`src/rtl/tcd_pkg.sv`:
```
// Shared types and constants for the timestamp-to-calendar-date unit.
// Holds the reciprocal constants for the constant dividers and the month-start table.
// No dependencies.
package tcd_pkg;

  // Seconds and day constants.
  localparam logic [31:0] SEC_PER_DAY  = 32'd86400;
  localparam logic [16:0] SEC_PER_HOUR = 17'd3600;
  localparam logic [11:0] SEC_PER_MIN  = 12'd60;

  // Reciprocals for the constant dividers. The ceiling forms give exact quotients
  // over the full operand range. DAY_RECIP is a floor form and needs one correction.
  localparam logic [15:0] DAY_RECIP   = 16'd49710;   // 2^25 / 675, floor
  localparam logic [18:0] LEAP4_RECIP = 19'd367720;  // 2^29 / 1460, ceiling
  localparam logic [18:0] YEAR_RECIP  = 19'd367720;  // 2^27 / 365, ceiling
  localparam logic [11:0] MONTH_RECIP = 12'd3427;    // 2^19 / 153, ceiling
  localparam logic [16:0] WEEK_RECIP  = 17'd74899;   // 2^19 / 7, ceiling
  localparam logic [17:0] HOUR_RECIP  = 18'd149131;  // 2^29 / 3600, ceiling
  localparam logic [12:0] MIN_RECIP   = 13'd4370;    // 2^18 / 60, ceiling

  // Cycles from an accepted beat to its result strobe.
  localparam int unsigned PIPE_DEPTH = 8;

  // Day count and seconds of day leaving the day split.
  typedef struct packed {
    logic [15:0] days;
    logic [16:0] sod;
  } tcd_split_t;

  // Time of day carried down the delay stages.
  typedef struct packed {
    logic [4:0] hour;
    logic [5:0] minute;
    logic [5:0] second;
  } tcd_hms_t;

  // First day of each March-based month within the year: (153 * m + 2) / 5.
  function automatic logic [8:0] month_start(input logic [3:0] mp);
    logic [8:0] res;
    case (mp)
      4'd0:    res = 9'd0;
      4'd1:    res = 9'd31;
      4'd2:    res = 9'd61;
      4'd3:    res = 9'd92;
      4'd4:    res = 9'd122;
      4'd5:    res = 9'd153;
      4'd6:    res = 9'd184;
      4'd7:    res = 9'd214;
      4'd8:    res = 9'd245;
      4'd9:    res = 9'd275;
      4'd10:   res = 9'd306;
      4'd11:   res = 9'd337;
      default: res = 9'd0;
    endcase
    return res;
  endfunction

endpackage

```
`src/rtl/tcd_day_split.sv`:
```
// Two-stage split of the timestamp into a day count and the seconds of the day.
// Depends on tcd_pkg.
module tcd_day_split
  import tcd_pkg::*;
(
  input  logic        clk,
  input  logic        rst_n,
  input  logic        in_v,
  input  logic [31:0] in_secs,
  output logic        out_v,
  output tcd_split_t  out_split
);

  logic [40:0] qprod;
  logic [15:0] q0_nxt;
  logic [15:0] q0_r;
  logic [31:0] secs1_r;
  logic        v1_r;
  logic        v2_r;
  logic [31:0] base;
  logic [31:0] rem;
  logic        wrap;
  tcd_split_t  split_nxt;
  tcd_split_t  split_r;

  // Estimate t / 86400 as (t >> 7) / 675; low by at most one.
  assign qprod  = 41'(in_secs[31:7]) * 41'(DAY_RECIP);
  assign q0_nxt = qprod[40:25];

  // Fix the estimate with one compare and subtract.
  assign base = 32'(q0_r) * SEC_PER_DAY;
  assign rem  = secs1_r - base;
  assign wrap = (rem >= SEC_PER_DAY);

  always_comb begin
    split_nxt.days = q0_r + 16'(wrap);
    split_nxt.sod  = wrap ? 17'(rem - SEC_PER_DAY) : 17'(rem);
  end

  always_ff @(posedge clk) begin
    if (!rst_n) begin
      v1_r <= 1'b0;
      v2_r <= 1'b0;
    end else begin
      v1_r <= in_v;
      v2_r <= v1_r;
    end
  end

  always_ff @(posedge clk) begin
    q0_r    <= q0_nxt;
    secs1_r <= in_secs;
    split_r <= split_nxt;
  end

  assign out_v     = v2_r;
  assign out_split = split_r;

endmodule

```
`src/rtl/tcd_civil_date.sv`:
```
// Six-stage day-count to civil date and weekday pipeline (400-year era method).
// Depends on tcd_pkg.
module tcd_civil_date
  import tcd_pkg::*;
(
  input  logic        clk,
  input  logic        rst_n,
  input  logic        in_v,
  input  logic [15:0] in_days,
  output logic        out_v,
  output logic [11:0] out_year,
  output logic [3:0]  out_month,
  output logic [4:0]  out_dom,
  output logic [2:0]  out_dow
);

  localparam logic [19:0] MAR0_SHIFT = 20'd719468;
  localparam logic [19:0] ERA5_START = 20'd730485;
  localparam logic [19:0] ERA4_START = 20'd584388;
  localparam logic [17:0] CENT1      = 18'd36524;
  localparam logic [17:0] CENT2      = 18'd73048;
  localparam logic [17:0] CENT3      = 18'd109572;
  localparam logic [17:0] ERA_LAST   = 18'd146096;

  logic [5:0]  v_r;

  // Stage 1: era and day of era; weekday quotient.
  logic [19:0] z;
  logic        era5_nxt;
  logic [17:0] doe1_nxt;
  logic [15:0] w;
  logic [32:0] wprod;
  logic        era5_1_r;
  logic [17:0] doe1_r;
  logic [15:0] w1_r;
  logic [12:0] wq1_r;

  // Stage 2: leap-day corrected day of era; weekday remainder.
  logic [36:0] aprod;
  logic [7:0]  a;
  logic [2:0]  cent;
  logic        era_end;
  logic [17:0] n2_nxt;
  logic [15:0] wm;
  logic [17:0] n2_r;
  logic [17:0] doe2_r;
  logic        era5_2_r;
  logic [2:0]  dow2_r;

  // Stage 3: year of era.
  logic [36:0] yprod;
  logic [8:0]  yoe3_r;
  logic [17:0] doe3_r;
  logic        era5_3_r;
  logic [2:0]  dow3_r;

  // Stage 4: day of the March-based year.
  logic [1:0]  c100;
  logic [17:0] ydays;
  logic [17:0] doy_full;
  logic [8:0]  doy4_r;
  logic [8:0]  yoe4_r;
  logic        era5_4_r;
  logic [2:0]  dow4_r;

  // Stage 5: March-based month.
  logic [10:0] mx;
  logic [22:0] mprod;
  logic [3:0]  mp5_r;
  logic [8:0]  doy5_r;
  logic [8:0]  yoe5_r;
  logic        era5_5_r;
  logic [2:0]  dow5_r;

  // Stage 6: final fields.
  logic [8:0]  dom_full;
  logic [3:0]  month_nxt;
  logic [11:0] year_nxt;
  logic [11:0] year_r;
  logic [3:0]  month_r;
  logic [4:0]  dom_r;
  logic [2:0]  dow6_r;

  assign z        = 20'(in_days) + MAR0_SHIFT;
  assign era5_nxt = (z >= ERA5_START);
  assign doe1_nxt = era5_nxt ? 18'(z - ERA5_START) : 18'(z - ERA4_START);
  assign w        = in_days + 16'd4;
  assign wprod    = 33'(w) * 33'(WEEK_RECIP);

  assign aprod   = 37'(doe1_r) * 37'(LEAP4_RECIP);
  assign a       = aprod[36:29];
  assign cent    = (doe1_r >= ERA_LAST) ? 3'd4 :
                   (doe1_r >= CENT3)    ? 3'd3 :
                   (doe1_r >= CENT2)    ? 3'd2 :
                   (doe1_r >= CENT1)    ? 3'd1 : 3'd0;
  assign era_end = (doe1_r == ERA_LAST);
  assign n2_nxt  = doe1_r - 18'(a) + 18'(cent) - 18'(era_end);
  assign wm      = w1_r - 16'(16'(wq1_r) * 16'd7);

  assign yprod = 37'(n2_r) * 37'(YEAR_RECIP);

  assign c100     = (yoe3_r >= 9'd300) ? 2'd3 :
                    (yoe3_r >= 9'd200) ? 2'd2 :
                    (yoe3_r >= 9'd100) ? 2'd1 : 2'd0;
  assign ydays    = 18'(18'(yoe3_r) * 18'd365) + 18'(yoe3_r[8:2]) - 18'(c100);
  assign doy_full = doe3_r - ydays;

  assign mx    = 11'(11'(doy4_r) * 11'd5 + 11'd2);
  assign mprod = 23'(mx) * 23'(MONTH_RECIP);

  assign dom_full  = doy5_r - month_start(mp5_r) + 9'd1;
  assign month_nxt = (mp5_r < 4'd10) ? (mp5_r + 4'd3) : (mp5_r - 4'd9);
  assign year_nxt  = 12'(yoe5_r) + (era5_5_r ? 12'd2000 : 12'd1600)
                   + 12'(month_nxt <= 4'd2);

  always_ff @(posedge clk) begin
    if (!rst_n) begin
      v_r <= '0;
    end else begin
      v_r <= {v_r[4:0], in_v};
    end
  end

  always_ff @(posedge clk) begin
    era5_1_r <= era5_nxt;
    doe1_r   <= doe1_nxt;
    w1_r     <= w;
    wq1_r    <= wprod[31:19];

    n2_r     <= n2_nxt;
    doe2_r   <= doe1_r;
    era5_2_r <= era5_1_r;
    dow2_r   <= wm[2:0];

    yoe3_r   <= yprod[35:27];
    doe3_r   <= doe2_r;
    era5_3_r <= era5_2_r;
    dow3_r   <= dow2_r;

    doy4_r   <= doy_full[8:0];
    yoe4_r   <= yoe3_r;
    era5_4_r <= era5_3_r;
    dow4_r   <= dow3_r;

    mp5_r    <= mprod[22:19];
    doy5_r   <= doy4_r;
    yoe5_r   <= yoe4_r;
    era5_5_r <= era5_4_r;
    dow5_r   <= dow4_r;

    year_r   <= year_nxt;
    month_r  <= month_nxt;
    dom_r    <= dom_full[4:0];
    dow6_r   <= dow5_r;
  end

  assign out_v     = v_r[5];
  assign out_year  = year_r;
  assign out_month = month_r;
  assign out_dom   = dom_r;
  assign out_dow   = dow6_r;

endmodule

```
`src/rtl/tcd_clock_time.sv`:
```
// Six-stage seconds-of-day to hour, minute and second pipeline.
// Depends on tcd_pkg.
module tcd_clock_time
  import tcd_pkg::*;
(
  input  logic        clk,
  input  logic [16:0] in_sod,
  output tcd_hms_t    out_hms
);

  logic [34:0] hprod;
  logic [4:0]  hour1_r;
  logic [16:0] sod1_r;
  logic [11:0] ms2_nxt;
  logic [11:0] ms2_r;
  logic [4:0]  hour2_r;
  logic [24:0] mprod;
  logic [5:0]  min3_r;
  logic [11:0] ms3_r;
  logic [4:0]  hour3_r;
  logic [11:0] sec_full;
  tcd_hms_t    hms4_nxt;
  tcd_hms_t    hms4_r;
  tcd_hms_t    hms5_r;
  tcd_hms_t    hms6_r;

  assign hprod   = 35'(in_sod) * 35'(HOUR_RECIP);
  assign ms2_nxt = 12'(sod1_r - 17'(17'(hour1_r) * SEC_PER_HOUR));
  assign mprod   = 25'(ms2_r) * 25'(MIN_RECIP);
  assign sec_full = ms3_r - 12'(12'(min3_r) * SEC_PER_MIN);

  always_comb begin
    hms4_nxt.hour   = hour3_r;
    hms4_nxt.minute = min3_r;
    hms4_nxt.second = sec_full[5:0];
  end

  // Hold alignment with the date path: two plain delay stages at the end.
  always_ff @(posedge clk) begin
    hour1_r <= hprod[33:29];
    sod1_r  <= in_sod;
    ms2_r   <= ms2_nxt;
    hour2_r <= hour1_r;
    min3_r  <= mprod[23:18];
    ms3_r   <= ms2_r;
    hour3_r <= hour2_r;
    hms4_r  <= hms4_nxt;
    hms5_r  <= hms4_r;
    hms6_r  <= hms5_r;
  end

  assign out_hms = hms6_r;

endmodule

```
`src/rtl/timestamp_to_calendar_date_unit.sv`:
```
// Top level of the timestamp-to-calendar-date unit.
// Depends on tcd_pkg, tcd_day_split, tcd_civil_date and tcd_clock_time.
//
//   channel   ports                            handshake
//   --------  -------------------------------  ------------------------------------
//   input     in_seconds_since_epoch           start high and busy low at the edge
//   result    out_calendar_year .. out_day_of_week  out_valid high for one cycle
//
// A beat is taken every cycle; busy stays low, since nothing downstream can stall.
// Each result passes two stages of day split, then six stages of date and
// time-of-day, each about one constant multiply plus a few adds or compares
// deep. rst_n (synchronous) clears only the valid bits; payload registers hold
// whatever they last captured.
module timestamp_to_calendar_date_unit
  import tcd_pkg::*;
(
  input  logic        clk,
  input  logic        rst_n,
  input  logic        start,
  output logic        busy,
  input  logic [31:0] in_seconds_since_epoch,
  output logic        out_valid,
  output logic [11:0] out_calendar_year,
  output logic [3:0]  out_month_number,
  output logic [4:0]  out_day_of_month,
  output logic [4:0]  out_hour_of_day,
  output logic [5:0]  out_minute_of_hour,
  output logic [5:0]  out_second_of_minute,
  output logic [2:0]  out_day_of_week
);

  logic       split_v;
  tcd_split_t split;
  tcd_hms_t   hms;

  // Never stall the input: every stage advances every cycle.
  assign busy = 1'b0;

  // Split seconds into day count and seconds of day.
  tcd_day_split u_split (
    .clk      (clk),
    .rst_n    (rst_n),
    .in_v     (start & ~busy),
    .in_secs  (in_seconds_since_epoch),
    .out_v    (split_v),
    .out_split(split)
  );

  // Date and weekday lane; its valid chain marks the result beat.
  tcd_civil_date u_date (
    .clk      (clk),
    .rst_n    (rst_n),
    .in_v     (split_v),
    .in_days  (split.days),
    .out_v    (out_valid),
    .out_year (out_calendar_year),
    .out_month(out_month_number),
    .out_dom  (out_day_of_month),
    .out_dow  (out_day_of_week)
  );

  // Time-of-day lane, same depth as the date lane.
  tcd_clock_time u_time (
    .clk    (clk),
    .in_sod (split.sod),
    .out_hms(hms)
  );

  assign out_hour_of_day      = hms.hour;
  assign out_minute_of_hour   = hms.minute;
  assign out_second_of_minute = hms.second;

  // A result strobe always traces back to an accepted beat a fixed depth earlier.
  a_strobe_origin: assert property (@(posedge clk) disable iff (!rst_n)
    out_valid |-> $past(start, PIPE_DEPTH))
    else $error("result strobe without matching input beat");

  // Calendar fields stay in range.
  a_date_range: assert property (@(posedge clk) disable iff (!rst_n)
    out_valid |-> (out_month_number >= 4'd1 && out_month_number <= 4'd12 &&
                   out_day_of_month != 5'd0 && out_day_of_week <= 3'd6 &&
                   out_calendar_year >= 12'd1970 && out_calendar_year <= 12'd2106))
    else $error("calendar field out of range");

  // Time-of-day fields stay in range.
  a_time_range: assert property (@(posedge clk) disable iff (!rst_n)
    out_valid |-> (out_hour_of_day <= 5'd23 && out_minute_of_hour <= 6'd59 &&
                   out_second_of_minute <= 6'd59))
    else $error("time-of-day field out of range");

endmodule

```
`config.mk`:
```
export PLATFORM = sky130hd
export DESIGN_NAME = timestamp_to_calendar_date_unit
export DESIGN_NICKNAME = d
export VERILOG_FILES = /design/src/rtl/tcd_pkg.sv /design/src/rtl/tcd_day_split.sv /design/src/rtl/tcd_civil_date.sv /design/src/rtl/tcd_clock_time.sv /design/src/rtl/timestamp_to_calendar_date_unit.sv
export SDC_FILE = /design/constraint.sdc
export NUM_CORES = 2
export LEC_CHECK = 0
export BUFFER_PORTS_ARGS = -buffer_cell sky130_fd_sc_hd__buf_2
export CAP_MARGIN = 20
export CORE_ASPECT_RATIO = 0.9
export CORE_MARGIN = 4
export CORE_UTILIZATION = 40
export CTS_CLUSTER_SIZE = 14
export DETAILED_ROUTE_END_ITERATION = 12
export SLEW_MARGIN = 20
export SYNTH_ARGS = -nofsm -noshare
export SYNTH_HDL_FRONTEND = slang
export SYNTH_SLANG_ARGS = --single-unit
```
`constraint.sdc`:
```
create_clock -name clk -period 10.96 [get_ports clk]
set_input_delay 2.192 -clock clk [delete_from_list [all_inputs] [get_ports clk]]
set_output_delay 2.192 -clock clk [all_outputs]
set_load 0.02 [all_outputs]
```
* Word level (Yosys, flattened, before mapping)
Memories as Yosys holds them, arrays and structs flattened. A register that Yosys moved wholly into a read port is not among the register bits. Index checks and enable logic that the tools add are counted.
Storage, ports and cells: register bits 347, bits in latches 0, RAM bits 0, memory bits (read-only) 144, input port bits 35, output and inout bits 43, word-level logic and storage cells 108, memories 1
Cells by class: add/sub/neg operators 23, multipliers 13, divide/modulo/power cells 0, magnitude comparators 11, eq/ne operators 1, shift-type cells 0, muxes and demuxes 11, bitwise operators 0, reduce and logical (&&, ||, !) cells 0
Memories:
- (name not given) | words 16, bits a word 9, read ports 1, clocked after memory_dff 1, wr ports 0, line tcd_pkg.sv:40 | case (mp)
Operators with widths (number):
- $mul A25 B15 Y40 const B | 1
- $ge A18 B17 Y1 const B | 2
- $mul A17 B18 Y34 const B | 1
- $mul A18 B16 Y34 const B | 1
- $mul A18 B16 Y33 const B | 1
- $ge A32 B17 Y1 const B | 1
- $mul A16 B17 Y32 const B | 1
- $sub A32 B32 Y32 | 1
- $mul A16 B10 Y25 const B | 1
- $mul A11 B12 Y23 const B | 1
- $mul A12 B12 Y23 const B | 1
- $add A16 B20 Y20 const B | 1
- $ge A20 B20 Y1 const B | 1
- $add A18 B3 Y18 | 1
- $eq A18 B18 Y1 const B | 1
- $ge A18 B16 Y1 const B | 1
- $ge A18 B18 Y1 const B | 1
- $mux W18 | 1
- $sub A18 B1 Y18 | 1
- $sub A18 B16 Y18 const B | 1
- $sub A18 B18 Y18 const B | 1
- $sub A18 B8 Y18 | 1
- $mux W17 | 1
- $sub A17 B17 Y17 const B | 1
- 30 further kinds | 34

* Logic depth before layout (Yosys ltp)
word-level depth 7, depth in mapped cells 39, gate-level depth less buffers 39

* Hierarchy
From an unflattened synthesis, not the netlist that was laid out.
Unflattened totals: cell total of the unflattened synthesis 4279, area total of the unflattened synthesis 43425.4 um^2
Modules (own cells, without submodules):
- tcd_civil_date | times used 1, cells an instance 2245, area an instance 23074.6 um^2, seq. area each 3143.0 um^2
- tcd_day_split | times used 1, cells an instance 1271, area an instance 12109.1 um^2, seq. area each 1661.6 um^2
- tcd_clock_time | times used 1, cells an instance 761, area an instance 8230.4 um^2, seq. area each 2042.0 um^2
- timestamp_to_calendar_date_unit | times used 1, cells an instance 2, area an instance 11.3 um^2, seq. area each 0.0 um^2

* Least setup slack after synthesis
OpenSTA, ideal clock, no wires.
kind reg2reg, start point register u_date.doe1_r[13], end point register u_date.n2_r[16], library setup time 0.134 ns, data arrival time 7.780 ns, data required time 10.826 ns, path slack 3.046 ns, cell stages (with the launch flop) 35, path buffers 0, period minus slack after synthesis 7.914 ns, cells stage by stage dfxtp_1 inv_1 fa_1 inv_1 ha_1 inv_1 fa_1 inv_1 fa_1 fa_1 inv_1 fa_1 inv_1 ha_1 nand4_1 a211oi_1 nand2_1 a31oi_1 nor2_1 fa_1 fa_1 inv_1 nand2b_1 fa_1 nor2b_1 o21ai_0 a21boi_0 o21ai_0 a21o_1 a21oi_1 o311ai_0 a21oi_1 o21ai_0 nor3_1 a311oi_1
On the way: longest elaborated chain between the ends 7, elaborated cells between the ends (all ways) 13, those cells by class 3 x add/sub; 1 x mul; 4 x order compare; 1 x eq/ne; 4 x mux
RTL lines:
- from (decl) | line tcd_civil_date.sv:34 | logic [17:0] doe1_r;
- from (signal assigned) | line tcd_civil_date.sv:126 | doe1_r <= doe1_nxt;
- branches (longest 6 deep; another with $mul A18 B16 Y34)
- $sub A18 B1 Y18 (*) | line tcd_civil_date.sv:97 | assign n2_nxt = doe1_r - 18'(a) + 18'(cent) - 18'(era_end);
- via u_date.n2_nxt[16] | line tcd_civil_date.sv:43 | logic [17:0] n2_nxt;
- to (signal assigned) | line tcd_civil_date.sv:130 | n2_r <= n2_nxt;
- to (decl) | line tcd_civil_date.sv:45 | logic [17:0] n2_r;
Mark *: on every way through the listed nets, which the timed path passes. A chain may end at the register's enable or synchronous reset.

* Worst setup path after layout
start point register u_date.doe1_r[12], end point register u_date.n2_r[16]
Same word-level chain as after synthesis.

==> metrics.yaml <==
synthesis:
  yosys.area.top_type: "ha_1"
  syn_inst: 4175
  synthFlopType: "dfxtp_1"
  synth_nets: 5841
  synth-async-reset-ratio_pct: 0
  synth-edff-count: 0
  synth_area_leaders: "ha_1, fa_1, dfxtp_1"
  synth_commonest_cells: "ha_1, inv_1, fa_1, dfxtp_1, xnor2_1"
  synth.most_common_cell: "ha_1"
  yosysSeqAreaShare_pct: 16.09
  synth_area_sq_mm: 0.04255
  ys_ff_latch: 342
  avgSynthCellArea_sq_um: 10.19
  yosysWarnings: 0
  yosys.cell_types.count: 84
  synth_top_area_share_pct: 32.78
clock_tree:
  clkTransAtPathRegs_ns: 0.06
  clock_latency_ns: 0.58
  cts_sinks: 342
  htree_num_levels: 2
  cts_resized: 0
  cts_made_buffers: 41
  cts_buffer_depth: 3
  cts_setup_buffers: 0
  cts_tree: "done"
  hold_buffers: 0
  root_buffer: "clkbuf_16"
finish:
  nets: 5945
  antenna_cells: 0
  final_util_pct: 43.54
  layout-drive-gt1-share_pct: 4.547
  fill_cells: 10110
  fin_area_sq_mm: 0.04599
  area_delta_synth_final_pct: 8.068
placed_design:
  io_buffer_count: 76
  gp_congestion: 0.8827
  hpwlAfterDp_mm: 70.43
  place_area_sq_mm: 0.04459
sta:
  layout_min_cycle_time_ns: 9.097
  worst-slew-pin-transition_ns: 0.9902
  maxSlewHeadroom_pct: 32.28
  rsz0062_at_grt: "no"
  skew_ns: 0.02011
  finalCritPeriodShare_pct: 83.00
  finalSetupTns_ns: 0
  drv_slew: 0
  hold_viol: 0
  maxClockFrequency_ghz: 0.1099
  report.final.setup_viol: 0
die:
  die_height_um: 317.4
  die_w_um: 351.8
  io_pins: 78
  core_sq_mm: 0.1056
  die_area_sq_mm: 0.1117
  initial_core_util_pct: 40.29
  rows: 113
run:
  drv_cap: 0
routing:
  wl_per_cell_um: 14.47
  drt-initial-drc-count: 928
  antenna_left: 0
  num_vias: 27010
  wl_mm: 82.33
  drc: 0
  viasPerCell: 4.747
  firstDrtPassIters: 5
grt:
  grtUsageTotal_pct: 15.54
  grt_start_max_net_pins: 22
  antenna_found_initial: 1
  grt_pass1_vias: 28590
  grt-ovfl-total: 0
  grt_pass1_wl_mm: 143.1
critical_path:
  cp.required_ns: 11.40
  arrival_ns: 9.54
  end_kind: "register"
  crit_slowest_cell: "dfxtp_1"
  start_kind: "register"
  path_class: "register to register"
  worst-path-max-fanout: 9
  cpMostUsedCell: "fa_1"
  slowest_delay_ns: 0.65
hold_path:
  min_path_type: "register to register"
status:
  status: "finished clean"
==> critical path, delay by kind of cell (launching register included) <==
kind	cells	cell delay, ns
adder cells (fa/ha/maj)	10	4.72
AO/OA/AOI/OAI	11	2.10
AND/OR/NAND/NOR	6	0.76
buffers and inverters	7	0.72
flip-flops	1	0.65
==> layer usage <==
layer  wire length, um  track usage, %  vias up
met5                 0               0        -
met2             38830           25.97      319
met3              2639           1.922       69
met4              1137           2.668        0
met1             39730           21.85    12930
li1                  -               -    13690
==> area by class of cell <==
cell class	instances	area [sq um]	area share (%)
inverter	995	3735	8.122
clock inverter	27	300.3	0.6530
sequential	342	6847	14.89
tap	1380	1727	3.755
clock buffer	48	1092	2.375
timing repair buffer	78	395.4	0.8598
multi-input combinational	2821	31890	69.35
==> registers in the layout, indices dropped and copies added, names as in the netlist, 12 cells and up, named ones only <==
register and count:
u_split.q0_r 16, u_split.out_split 33, u_date.n2_r 18, u_time.ms2_r 12, u_time.hms5_r 17, u_date.doe1_r 18, u_split.secs1_r 32, u_time.out_hms 17
u_time.hms4_r 17, u_date.out_year 12, u_time.sod1_r 12
==> final timing paths <==
check	from	end	slack (ns)	depth (start not counted)
worst min-delay path	u_date.doe2_r[5]$_DFF_P_	u_date.doe3_r[5]$_DFF_P_	0.32	0
worst max register to register	u_date.doe1_r[12]$_DFF_P_	u_date.n2_r[16]$_DFF_P_	1.86	34
worst max-delay path	u_date.doe1_r[12]$_DFF_P_	u_date.n2_r[16]$_DFF_P_	1.86	34
worst min register to register	u_date.doe2_r[5]$_DFF_P_	u_date.doe3_r[5]$_DFF_P_	0.32	0
==> placed cells by master (no fill, tap or decap), types with 56 or more instances in the layout <==
master	n
a21o_1	56
a21oi_1	142
buf_2	76
dfxtp_1	342
fa_1	516
ha_1	1115
inv_1	993
nand2_1	111
nor2_1	112
o21ai_0	93
xnor2_1	165
xor2_1	67
==> logic make-up after synthesis <==
family                     count (synthesis)  synth area share [%]
and+or+nand+nor                          486                 5.769
DFF                                      342                 16.09
AOI/OAI and AO/OA                        460                 7.042
xor gates and xnor gates                 233                 4.813
adders and majority gates               1631                 57.06
other                                      1              0.008812
buffers and inverters                   1012                 8.968
muxes                                     10                0.2499
==> per-stage QoR <==
stage	hold slack (ns)	instances	setup slack, ns
3_3_place_gp	0.3099	5616	1.992
4_1_cts	0.3213	5691	1.835
5_1_grt	0.3266	5691	1.189
6_report	0.3212	5691	1.863
3_5_place_dp	0.3121	5616	1.873
2_1_floorplan	0.3096	4175	3.046
Power is not shown: default switching activity piles up to over one toggle a cycle in this logic, so the estimate is an artifact.
